### config.mk
export PLATFORM = sky130hd
export DESIGN_NAME = morse_key_decoder_top
export DESIGN_NICKNAME = d
export VERILOG_FILES = /design/src/mkd_pkg.sv /design/src/morse_key_decoder_top.sv
export SDC_FILE = /design/constraint.sdc
export NUM_CORES = 1
export LEC_CHECK = 0
export CORE_ASPECT_RATIO = 0.6
export CORE_MARGIN = 4
export CORE_UTILIZATION = 60
export DETAILED_ROUTE_END_ITERATION = 16
export DONT_BUFFER_PORTS = 1
export PLACE_DENSITY = 0.76
export SETUP_SLACK_MARGIN = 0.3
export SYNTH_ARGS = -nofsm -noshare
export SYNTH_HDL_FRONTEND = slang
export SYNTH_SLANG_ARGS = --single-unit
### constraint.sdc
create_clock -name i_clk -period 4.1 [get_ports i_clk]
set_input_delay 0.615 -clock i_clk [delete_from_list [all_inputs] [get_ports i_clk]]
set_output_delay 0.615 -clock i_clk [all_outputs]
set_load 0.01 [all_outputs]
### src/mkd_pkg.sv
// Package for the Morse key decoder: register indexes, reset values and
// the Morse-to-ASCII lookup table. No dependencies.
`timescale 1ns / 1ps

package mkd_pkg;

    // Configuration register indexes
    localparam logic REG_DASH_THRESHOLD = 1'b0;
    localparam logic REG_GAP_THRESHOLD  = 1'b1;

    // Register reset values
    localparam logic [7:0] DASH_THRESHOLD_RESET = 8'd7;
    localparam logic [7:0] GAP_THRESHOLD_RESET  = 8'd15;

    // Symbol storage depth and the character for unknown groups
    localparam int unsigned MAX_SYMBOLS  = 5;
    localparam logic [6:0]  UNKNOWN_CHAR = 7'h2E;

    typedef logic [7:0] t_tick_cnt;
    typedef logic [2:0] t_sym_cnt;

    // Index is (1 << length) | pattern, first symbol in the MSB.
    localparam logic [64*8-1:0] MORSE_TABLE =
        "..ETIANMSURWDKGOHVF.L.PJBXCYZQ..54.3...2.......16.......7...8.90";

    function automatic logic [6:0] morse_char(input logic [5:0] idx);
        logic [7:0] ch;
        ch = MORSE_TABLE[(7'd63 - {1'b0, idx}) * 8 +: 8];
        return ch[6:0];
    endfunction

endpackage

### src/morse_key_decoder_top.sv
// Morse key decoder top level: key sample channel in, character channel out.
// Depends on mkd_pkg.
`timescale 1ns / 1ps

// Usage:
//   Input channel (i_in_valid / o_in_ready) carries one key sample per
//   transaction. Every accepted sample produces exactly one result
//   transaction on the output channel (o_out_valid / i_out_ready) with the
//   tone level and, when a symbol group is decoded, the character and the
//   display cursor where it goes.
//   The result of an accepted sample is registered and presented from the
//   next cycle on. Throughput is one sample per cycle while results are
//   taken; counters, symbol store and table lookup all update in the
//   single register stage.
//   If the receiver stalls, the result register holds its transaction and
//   o_in_ready drops until the result is taken; a result taken in the same
//   cycle frees the slot for the next sample.
//   Synchronous active-low reset clears counters, symbols and cursor and
//   loads the thresholds with 7 (dash) and 15 (gap). The user writes them
//   via i_cfg_we / i_cfg_index / i_cfg_data only while idle (unenforced).
module morse_key_decoder_top #(
    parameter int LINE_WIDTH = 16
) (
    input  logic       i_clk,
    input  logic       i_rst_n,
    // configuration write port
    input  logic       i_cfg_we,
    input  logic       i_cfg_index,
    input  logic [7:0] i_cfg_data,
    // key sample channel
    input  logic       i_in_valid,
    output logic       o_in_ready,
    input  logic       i_key_down,
    // result channel
    output logic       o_out_valid,
    input  logic       i_out_ready,
    output logic       o_tone_on,
    output logic       o_char_valid,
    output logic [6:0] o_char_code,
    output logic [3:0] o_cursor_col,
    output logic       o_cursor_row,
    output logic       o_clear_row
);
    import mkd_pkg::*;

    localparam int COL_W = $clog2(LINE_WIDTH + 1);

    // Configuration
    t_tick_cnt r_dash_thr, r_gap_thr;

    // Decoder state
    t_tick_cnt               r_held, n_held;
    t_tick_cnt               r_gap, n_gap;
    t_sym_cnt                r_count, n_count;
    t_sym_cnt                r_last_slot, n_last_slot;
    logic [MAX_SYMBOLS-1:0]  r_symbols, n_symbols;
    logic                    r_adv_pend, n_adv_pend;
    logic [COL_W-1:0]        r_column, n_column;
    logic                    r_row, n_row;

    // Result register
    logic             r_out_valid;
    logic             r_tone, n_tone;
    logic             r_cvalid, n_cvalid;
    logic [6:0]       r_code, n_code;
    logic [3:0]       r_col, n_col;
    logic             r_crow, n_crow;
    logic             r_clr, n_clr;

    logic             accept;
    logic [COL_W+3:0] col_ext;

    assign o_in_ready = !r_out_valid || i_out_ready;
    assign accept     = i_in_valid && o_in_ready;

    // Next state and result for one key sample
    always_comb begin
        t_tick_cnt        held_base;
        logic             decode;
        logic [5:0]       key;
        logic [COL_W-1:0] col_use;

        n_held      = r_held;
        n_gap       = r_gap;
        n_count     = r_count;
        n_last_slot = r_last_slot;
        n_symbols   = r_symbols;
        n_adv_pend  = r_adv_pend;
        n_column    = r_column;
        n_row       = r_row;
        n_tone      = i_key_down;
        n_cvalid    = 1'b0;
        n_code      = '0;
        n_col       = '0;
        n_crow      = 1'b0;
        n_clr       = 1'b0;
        held_base   = r_held;
        decode      = 1'b0;
        key         = '0;
        col_use     = r_column;
        col_ext     = '0;

        if (i_key_down) begin
            // new symbol slot restarts the press length
            if (r_last_slot != r_count)
                held_base = '0;
            n_adv_pend = 1'b1;
            if (r_count < t_sym_cnt'(MAX_SYMBOLS))
                n_symbols[r_count] = (held_base > r_dash_thr);
            n_held      = (&held_base) ? held_base : held_base + 8'd1;
            n_gap       = '0;
            n_last_slot = r_count;
        end else begin
            if (r_gap > r_gap_thr && r_held != '0) begin
                n_held = '0;
                decode = 1'b1;
            end
            // close the symbol when the press has ended
            if (r_adv_pend && n_held != '0 && r_count < t_sym_cnt'(MAX_SYMBOLS)) begin
                n_adv_pend = 1'b0;
                n_count    = r_count + 3'd1;
            end
            n_gap = (&r_gap) ? r_gap : r_gap + 8'd1;
        end

        // Group lookup and cursor placement
        if (decode) begin
            case (r_count)
                3'd1:    key = {5'b00001, r_symbols[0]};
                3'd2:    key = {4'b0001, r_symbols[0], r_symbols[1]};
                3'd3:    key = {3'b001, r_symbols[0], r_symbols[1], r_symbols[2]};
                3'd4:    key = {2'b01, r_symbols[0], r_symbols[1], r_symbols[2],
                                r_symbols[3]};
                3'd5:    key = {1'b1, r_symbols[0], r_symbols[1], r_symbols[2],
                                r_symbols[3], r_symbols[4]};
                default: key = '0;
            endcase
            n_code = (key == '0) ? UNKNOWN_CHAR : morse_char(key);
            if (r_column >= COL_W'(LINE_WIDTH)) begin
                col_use = '0;
                n_row   = !r_row;
                n_clr   = 1'b1;
            end
            col_ext  = {4'b0000, col_use};
            n_col    = col_ext[3:0];
            n_crow   = n_row;
            n_column = col_use + COL_W'(1);
            n_count  = '0;
            n_cvalid = 1'b1;
        end
    end

    // Configuration registers
    always_ff @(posedge i_clk) begin
        if (!i_rst_n) begin
            r_dash_thr <= DASH_THRESHOLD_RESET;
            r_gap_thr  <= GAP_THRESHOLD_RESET;
        end else if (i_cfg_we) begin
            if (i_cfg_index == REG_DASH_THRESHOLD)
                r_dash_thr <= i_cfg_data;
            else
                r_gap_thr <= i_cfg_data;
        end
    end

    // Decoder state, updated once per accepted transaction
    always_ff @(posedge i_clk) begin
        if (!i_rst_n) begin
            r_held      <= '0;
            r_gap       <= '0;
            r_count     <= '0;
            r_last_slot <= '0;
            r_symbols   <= '0;
            r_adv_pend  <= 1'b0;
            r_column    <= '0;
            r_row       <= 1'b0;
        end else if (accept) begin
            r_held      <= n_held;
            r_gap       <= n_gap;
            r_count     <= n_count;
            r_last_slot <= n_last_slot;
            r_symbols   <= n_symbols;
            r_adv_pend  <= n_adv_pend;
            r_column    <= n_column;
            r_row       <= n_row;
        end
    end

    // Result valid flag
    always_ff @(posedge i_clk) begin
        if (!i_rst_n) begin
            r_out_valid <= 1'b0;
        end else if (accept) begin
            r_out_valid <= 1'b1;
        end else if (i_out_ready) begin
            r_out_valid <= 1'b0;
        end
    end

    // Result payload
    always_ff @(posedge i_clk) begin
        if (accept) begin
            r_tone   <= n_tone;
            r_cvalid <= n_cvalid;
            r_code   <= n_code;
            r_col    <= n_col;
            r_crow   <= n_crow;
            r_clr    <= n_clr;
        end
    end

    assign o_out_valid  = r_out_valid;
    assign o_tone_on    = r_tone;
    assign o_char_valid = r_cvalid;
    assign o_char_code  = r_code;
    assign o_cursor_col = r_col;
    assign o_cursor_row = r_crow;
    assign o_clear_row  = r_clr;

endmodule
==> results of run 1 <==
## flip-flops by register name (all words and copies together) (netlist names), 3 cells and up
register and count:
o_cursor_col 4, r_gap_thr 8, r_symbols 5, r_dash_thr 8, r_last_slot 3, r_column 5
r_count 3, r_gap 8, r_held 8, o_char_code 7
## power breakdown
group / switching (mW) / internal, mW
sequential: 0.0135 / 0.684
clock: 0.273 / 0.404
combinational: 0.0558 / 0.0258
total: 0.342 / 1.11
## cell usage in the layout, fill, tap and decap left out, types with 11 or more instances in the layout
cell type | synthesis | routed
nor2_1 | 32 | 32
ha_1 | 34 | 34
a21oi_1 | 41 | 41
dfxtp_1 | 51 | 50
inv_1 | 35 | 35
o211ai_1 | 11 | 11
nand3_1 | 30 | 30
o21ai_0 | 27 | 26
edfxtp_1 | 15 | 15
nand2_1 | 73 | 73
## critical path: stages, from the launching register on
cell	delay, ns
dfxtp_1	0.55
ha_1	0.23
ha_1	0.34
a22oi_1	0.13
a22oi_2	0.39
and2_1	0.37
inv_2	0.12
ha_1	0.28
inv_1	0.11
a21oi_1	0.05
buf_4	0.18
a211oi_1	0.22
o32ai_1	0.13
o32ai_1	0.28
## layer usage
metal	up-vias	part of all wire	global-route usage
li1	1910	-	-
met1	1862	0.50	0.419
met5	-	0	0
met3	15	0.13	0.119
met2	232	0.36	0.351
met4	0	0.0095	0.0687
## cells by family after synthesis
logic type / Yosys count
and+or+nand+nor: 202
AOI/OAI and AO/OA: 150
DFF: 66
buffers and inverters: 60
adders and majority gates: 34
xor gates and xnor gates: 10
muxes: 5
## stage by stage
stage / std cells / util
floorplan: 527 / -
global placement: 598 / 0.637
detailed placement: 598 / 0.637
CTS: 614 / 0.676
global route: 615 / 0.677
finish: 615 / 0.677
## cell type report
class | instances | area, sq um | area share
Multi-Input combinational cell | 401 | 2540 | 0.555
Sequential cell | 66 | 1470 | 0.322
Clock buffer | 10 | 229 | 0.0500
Inverter | 38 | 143 | 0.0311
Tap cell | 87 | 109 | 0.0238
Timing Repair Buffer | 7 | 52.6 | 0.0115
Clock inverter | 6 | 33.8 | 0.00738
## what timing repair did
action                                  CTS  global route
resized for setup                         0             2
endpoints found under the setup margin    0             5
setup buffers                             0             1
## cells in the mapped netlist, types with 4 or more instances
master | instances | area (sq um)
a211oi_1 | 7 | 52.6
inv_1 | 35 | 131
buf_2 | 8 | 40.0
a21o_1 | 8 | 60.1
o21a_1 | 7 | 52.6
and3_1 | 10 | 62.6
ha_1 | 34 | 425
nand2_1 | 73 | 274
dfxtp_1 | 51 | 1020
a31oi_1 | 5 | 31.3
nor2_1 | 32 | 120
clkbuf_1 | 10 | 37.5
edfxtp_1 | 15 | 450
o21ai_0 | 27 | 135
nand3_1 | 30 | 150
nor3_1 | 9 | 45.0
xor2_1 | 8 | 70.1
a221oi_1 | 6 | 52.6
nor2b_1 | 9 | 56.3
o211ai_1 | 11 | 82.6
and2_1 | 7 | 43.8
or3_1 | 4 | 25.0
a22o_1 | 5 | 43.8
nand4_1 | 10 | 62.6
a21oi_1 | 41 | 205
mux2i_1 | 4 | 40.0
or4_1 | 4 | 30.0
## worst paths after layout
path	startpoint	end	slack, ns	cells after the start
setup reg to reg	r_count[0]$_SDFFE_PN0P_	o_char_code[2]$_SDFFCE_PN0P_	0.51	13
hold reg to reg	r_dash_thr[6]$_SDFFE_PN0P_	r_dash_thr[6]$_SDFFE_PN0P_	0.46	2
hold / removal	i_rst_n	r_gap_thr[0]$_SDFFE_PN1P_	0.36	1
setup / recovery	r_count[0]$_SDFFE_PN0P_	o_char_code[2]$_SDFFCE_PN0P_	0.51	13
==> results.toml, run 1 <==
[yosys]
yosysWarnings = 0
synth_ff_type = "dfxtp_1"
yosys_register_bits = 66
postSynth.asyncResetShare = 0
synth_fa_ha_area_frac = 0.100
synth_top_family_by_area = "compound AO/OA/AOI/OAI gates"
synth_xor_area_frac = 0.0206
synthCells = 527
yosys.area_share.simple = 0.232
ys_types = 63
synthMuxAreaShare = 0.0121
ys_seq_area_frac = 0.346
synth_compound_area_frac = 0.233
netlist_area_sq_mm = 0.00425
synth_edf_count = 15
synth_nets = 576
syn_area_per_cell_sq_um = 8.07

[power_and_ir_drop]
p_per_area_mw_per_mm2 = 318
total_power_mw = 1.46
p_leak_nw = 1.89
ir_drop_uv = 346

[die]
die_y_um = 73.2
core_sq_mm = 0.00676
row_count = 23
ios = 32
dieArea_sq_mm = 0.00854
dieWidth_um = 117
initial_core_util = 0.628

[route]
vias = 4019
wl_per_cell_um = 18.6
drtIter0Drc = 524
via_per_inst = 6.53
dr.pass1.iters = 7
drtAntennaViolNets = 0
totalWireLength_um = 11400
drc = 0

[clock_tree]
cts.sinks = 66
clock_path_buffers = 2
hold_buffers = 0
clk_latency_ns = 0.33
cts_root_buf = "clkbuf_16"
numCtsBuffers = 9
cts_tree = "done"
htree_levels = 3
path_clk_slew_ns = 0.06

[final_layout]
nNetsFinal = 572
design_area_sq_mm = 0.00458
drive_gt1_frac = 0.0663
num_antenna_cells = 0
syn2layout_area_growth_pct = 7.74
fillers = 531

[timing]
slew_viol_final = 0
fin_crit_sh = 0.874
setup_ws_ns = 0.515
finalSetupViolCount = 0
rsz0062_at_grt = "false"
fmax_ghz = 0.279
relSlewSlack = 0.503
hold_viol = 0
fin_crit_ns = 3.59
tightestPinTransition_ns = 0.744
fin_hold_ws_ns = 0.358
fin_setup_tns_ns = 0
skew_ns = 0.00606

[worst_hold_path]
hold_path_class = "primary input to flip-flop"

[setup_path]
crit_path_end_kind = "flip-flop"
worst_setup_path_start_kind = "flip-flop"
path_class = "flip-flop to flip-flop"
worstPathMaxFanout = 11
cp.required_ns = 4.23
cp.arrival_ns = 3.71

[global_routing]
grt_pass1_vias = 3594
gr-total-overflow = 0
antenna_found_initial = 0
grt_use_total = 0.277
grt_pass1_wl_um = 18100
grt_max_degree = 24

[place]
pre_cts_slack_ns = 0.614
gp_congestion = 0.999
dp_hpwl_um = 8580
placed_area_sq_mm = 0.00431
portBuffers = 0

[run]
drv_cap = 0

[run_status]
status = "finished clean"
(Power assumes the default switching activity.)
==> run 2, diff against run 1 <==
--- a/config.mk
+++ b/config.mk
@@ -5,13 +5,16 @@
 export SDC_FILE = /design/constraint.sdc
 export NUM_CORES = 1
 export LEC_CHECK = 0
+export CELL_PAD_IN_SITES_DETAIL_PLACEMENT = 1
+export CELL_PAD_IN_SITES_GLOBAL_PLACEMENT = 1
 export CORE_ASPECT_RATIO = 0.6
 export CORE_MARGIN = 4
-export CORE_UTILIZATION = 60
+export CORE_UTILIZATION = 48
 export DETAILED_ROUTE_END_ITERATION = 16
 export DONT_BUFFER_PORTS = 1
-export PLACE_DENSITY = 0.76
+export PLACE_DENSITY_LB_ADDON = 0.1
 export SETUP_SLACK_MARGIN = 0.3
+export SKIP_CTS_REPAIR_TIMING = 1
 export SYNTH_ARGS = -nofsm -noshare
 export SYNTH_HDL_FRONTEND = slang
 export SYNTH_SLANG_ARGS = --single-unit
==> run 2 against run 1 <==
Net effect:
- combinational power is 2.8% higher
- sequential share of layout area is 0.33 points lower
- register-to-register slack better by 0.04 ns
- cell count is 4.2% higher
- die area is 23% higher
- maximum frequency is 1.2% higher
- design area is 1.1% higher
- via count is 0.15% higher
- first-iteration DRC count is 17% lower
- core utilization is 14 points lower
==> results.toml, run 2 (synthesized netlist as in run 1, its figures left out) <==
[global_routing]
grt_pass1_wl_um = 21700
gr-total-overflow = 0
grt_pass1_vias = 3995
grt_use_total = 0.270
grt_max_degree = 24
antenna_found_initial = 0

[die]
initial_core_util = 0.497
dieWidth_um = 129
dieArea_sq_mm = 0.0105
row_count = 26
ios = 32
core_sq_mm = 0.00856
die_y_um = 80.9

[place]
portBuffers = 0
placed_area_sq_mm = 0.00435
dp_hpwl_um = 10300
dp_cells = 624
gp_congestion = 0.997

[clock_tree]
cts.sinks = 66
htree_levels = 3
cts_tree = "done"
cts_root_buf = "clkbuf_16"
path_clk_slew_ns = 0.06
clock_path_buffers = 2
clk_latency_ns = 0.34
numCtsBuffers = 9

[power_and_ir_drop]
p_per_area_mw_per_mm2 = 323
total_power_mw = 1.50
ir_drop_uv = 222
p_leak_nw = 1.89

[timing]
tightestPinTransition_ns = 0.739
fin_setup_tns_ns = 0
rsz0062_at_grt = "false"
skew_ns = 0.00483
hold_viol = 0
fin_crit_sh = 0.864
finalSetupViolCount = 0
fin_crit_ns = 3.54
fmax_ghz = 0.282
slew_viol_final = 0
relSlewSlack = 0.503

[setup_path]
r2r_setup_slack_ns = 0.56
path_buf_inv = 4
worstSetupEndpoint = "o_char_code[4]$_SDFFCE_PP0P_"
r2r-end = "o_char_code[4]$_SDFFCE_PP0P_"
crit_path_end_kind = "flip-flop"
worstPathMaxFanout = 9
crit_start = "r_count[1]$_SDFFE_PN0P_"
ff2ff_path_depth = 14
r2r_start = "r_count[1]$_SDFFE_PN0P_"
cp.required_ns = 4.26
worst_setup_path_start_kind = "flip-flop"
slowest_stage = "dfxtp_2"
cp_num_cells = 14
path_class = "flip-flop to flip-flop"
cp.arrival_ns = 3.70
critPathTopFamily = "compound AO/OA/AOI/OAI gates"
cp_cell_sequence = "inv_1 > ha_1 > a22o_1 > a222oi_1 > buf_4 > and2_1 > nor2_1 > inv_1 > ha_1 > inv_1 > a21oi_2 > nand2_1 > a21o_1 > a221oi_1"
slowest_delay_ns = 0.42
crit_top_cell = "inv_1"

[route]
wl_per_cell_um = 21.1
drtAntennaViolNets = 0
via_per_inst = 6.28
drtIter0Drc = 436
drc = 0
totalWireLength_um = 13500
vias = 4025
dr.pass1.iters = 5

[final_layout]
num_antenna_cells = 0
nNetsFinal = 573
layout_common_cells = "nand2_1, dfxtp_1, a21oi_1"
post-route-util = 0.541
design_area_sq_mm = 0.00463
syn2layout_area_growth_pct = 8.95
fillers = 1046
drive_gt1_frac = 0.0718
layout_commonest_cell = "nand2_1"
fin_cells = 641

[worst_hold_path]
hold_path_class = "primary input to flip-flop"
holdPathStages = 1

[run]
drv_cap = 0

[run_status]
status = "finished clean"
## run 2: changes by cell type in the layout (fill, tap and decap cells not counted), sizes merged
cell | previous run | this run
clkinv | 6 | 3
clkinvlp | 0 | 3
buf | 7 | 8
clkbuf | 10 | 9
inv | 38 | 39
## run 2: worst min path at each step
stage	start	slack [ns]	to
detailed placement	r_dash_thr[6]$_SDFFE_PN0P_	0.45	r_dash_thr[6]$_SDFFE_PN0P_
floorplan	r_dash_thr[3]$_SDFFE_PN0P_	0.44	r_dash_thr[3]$_SDFFE_PN0P_
CTS	i_rst_n	0.34	r_gap_thr[0]$_SDFFE_PN1P_
global route	i_key_down	0.36	o_tone_on$_DFFE_PP_
global placement	r_dash_thr[5]$_SDFFE_PN0P_	0.45	r_dash_thr[5]$_SDFFE_PN0P_
finish	i_rst_n	0.35	r_dash_thr[0]$_SDFFE_PN1P_
## run 2: stage by stage
step           hold slack, ns  worst slack, ns
6_report                0.353            0.557
5_1_grt                 0.356            0.364
4_1_cts                 0.342            0.326
3_5_place_dp            0.452            0.354
3_3_place_gp            0.446            0.597
2_1_floorplan           0.436            0.947
## run 2: where the power goes
| group | switching (mW) | internal [mW] | leakage (nW) | total [mW] |
|---|---|---|---|---|
| sequential | 0.0138 | 0.684 | 0.566 | 0.698 |
| combinational | 0.0576 | 0.0264 | 1.20 | 0.0840 |
| clock | 0.309 | 0.407 | 0.125 | 0.716 |
| total | 0.380 | 1.12 | 1.89 | 1.50 |
## run 2: layer usage
metal	vias to the layer above	wire length (um)	part of all wire	global-route usage
met1	1952	6950	0.51	0.414
met4	0	112	0.0083	0.0498
met2	157	5190	0.38	0.372
li1	1903	-	-	-
met5	-	0	0	0
met3	13	1270	0.094	0.0782
## run 2: final cells by class
type | instances | area [sq um] | area share
Inverter | 38 | 143 | 0.0308
Clock buffer | 9 | 225 | 0.0486
Sequential cell | 66 | 1470 | 0.318
Clock inverter | 7 | 45.0 | 0.00973
Multi-Input combinational cell | 401 | 2540 | 0.549
Timing Repair Buffer | 8 | 60.1 | 0.0130
Tap cell | 112 | 140 | 0.0303
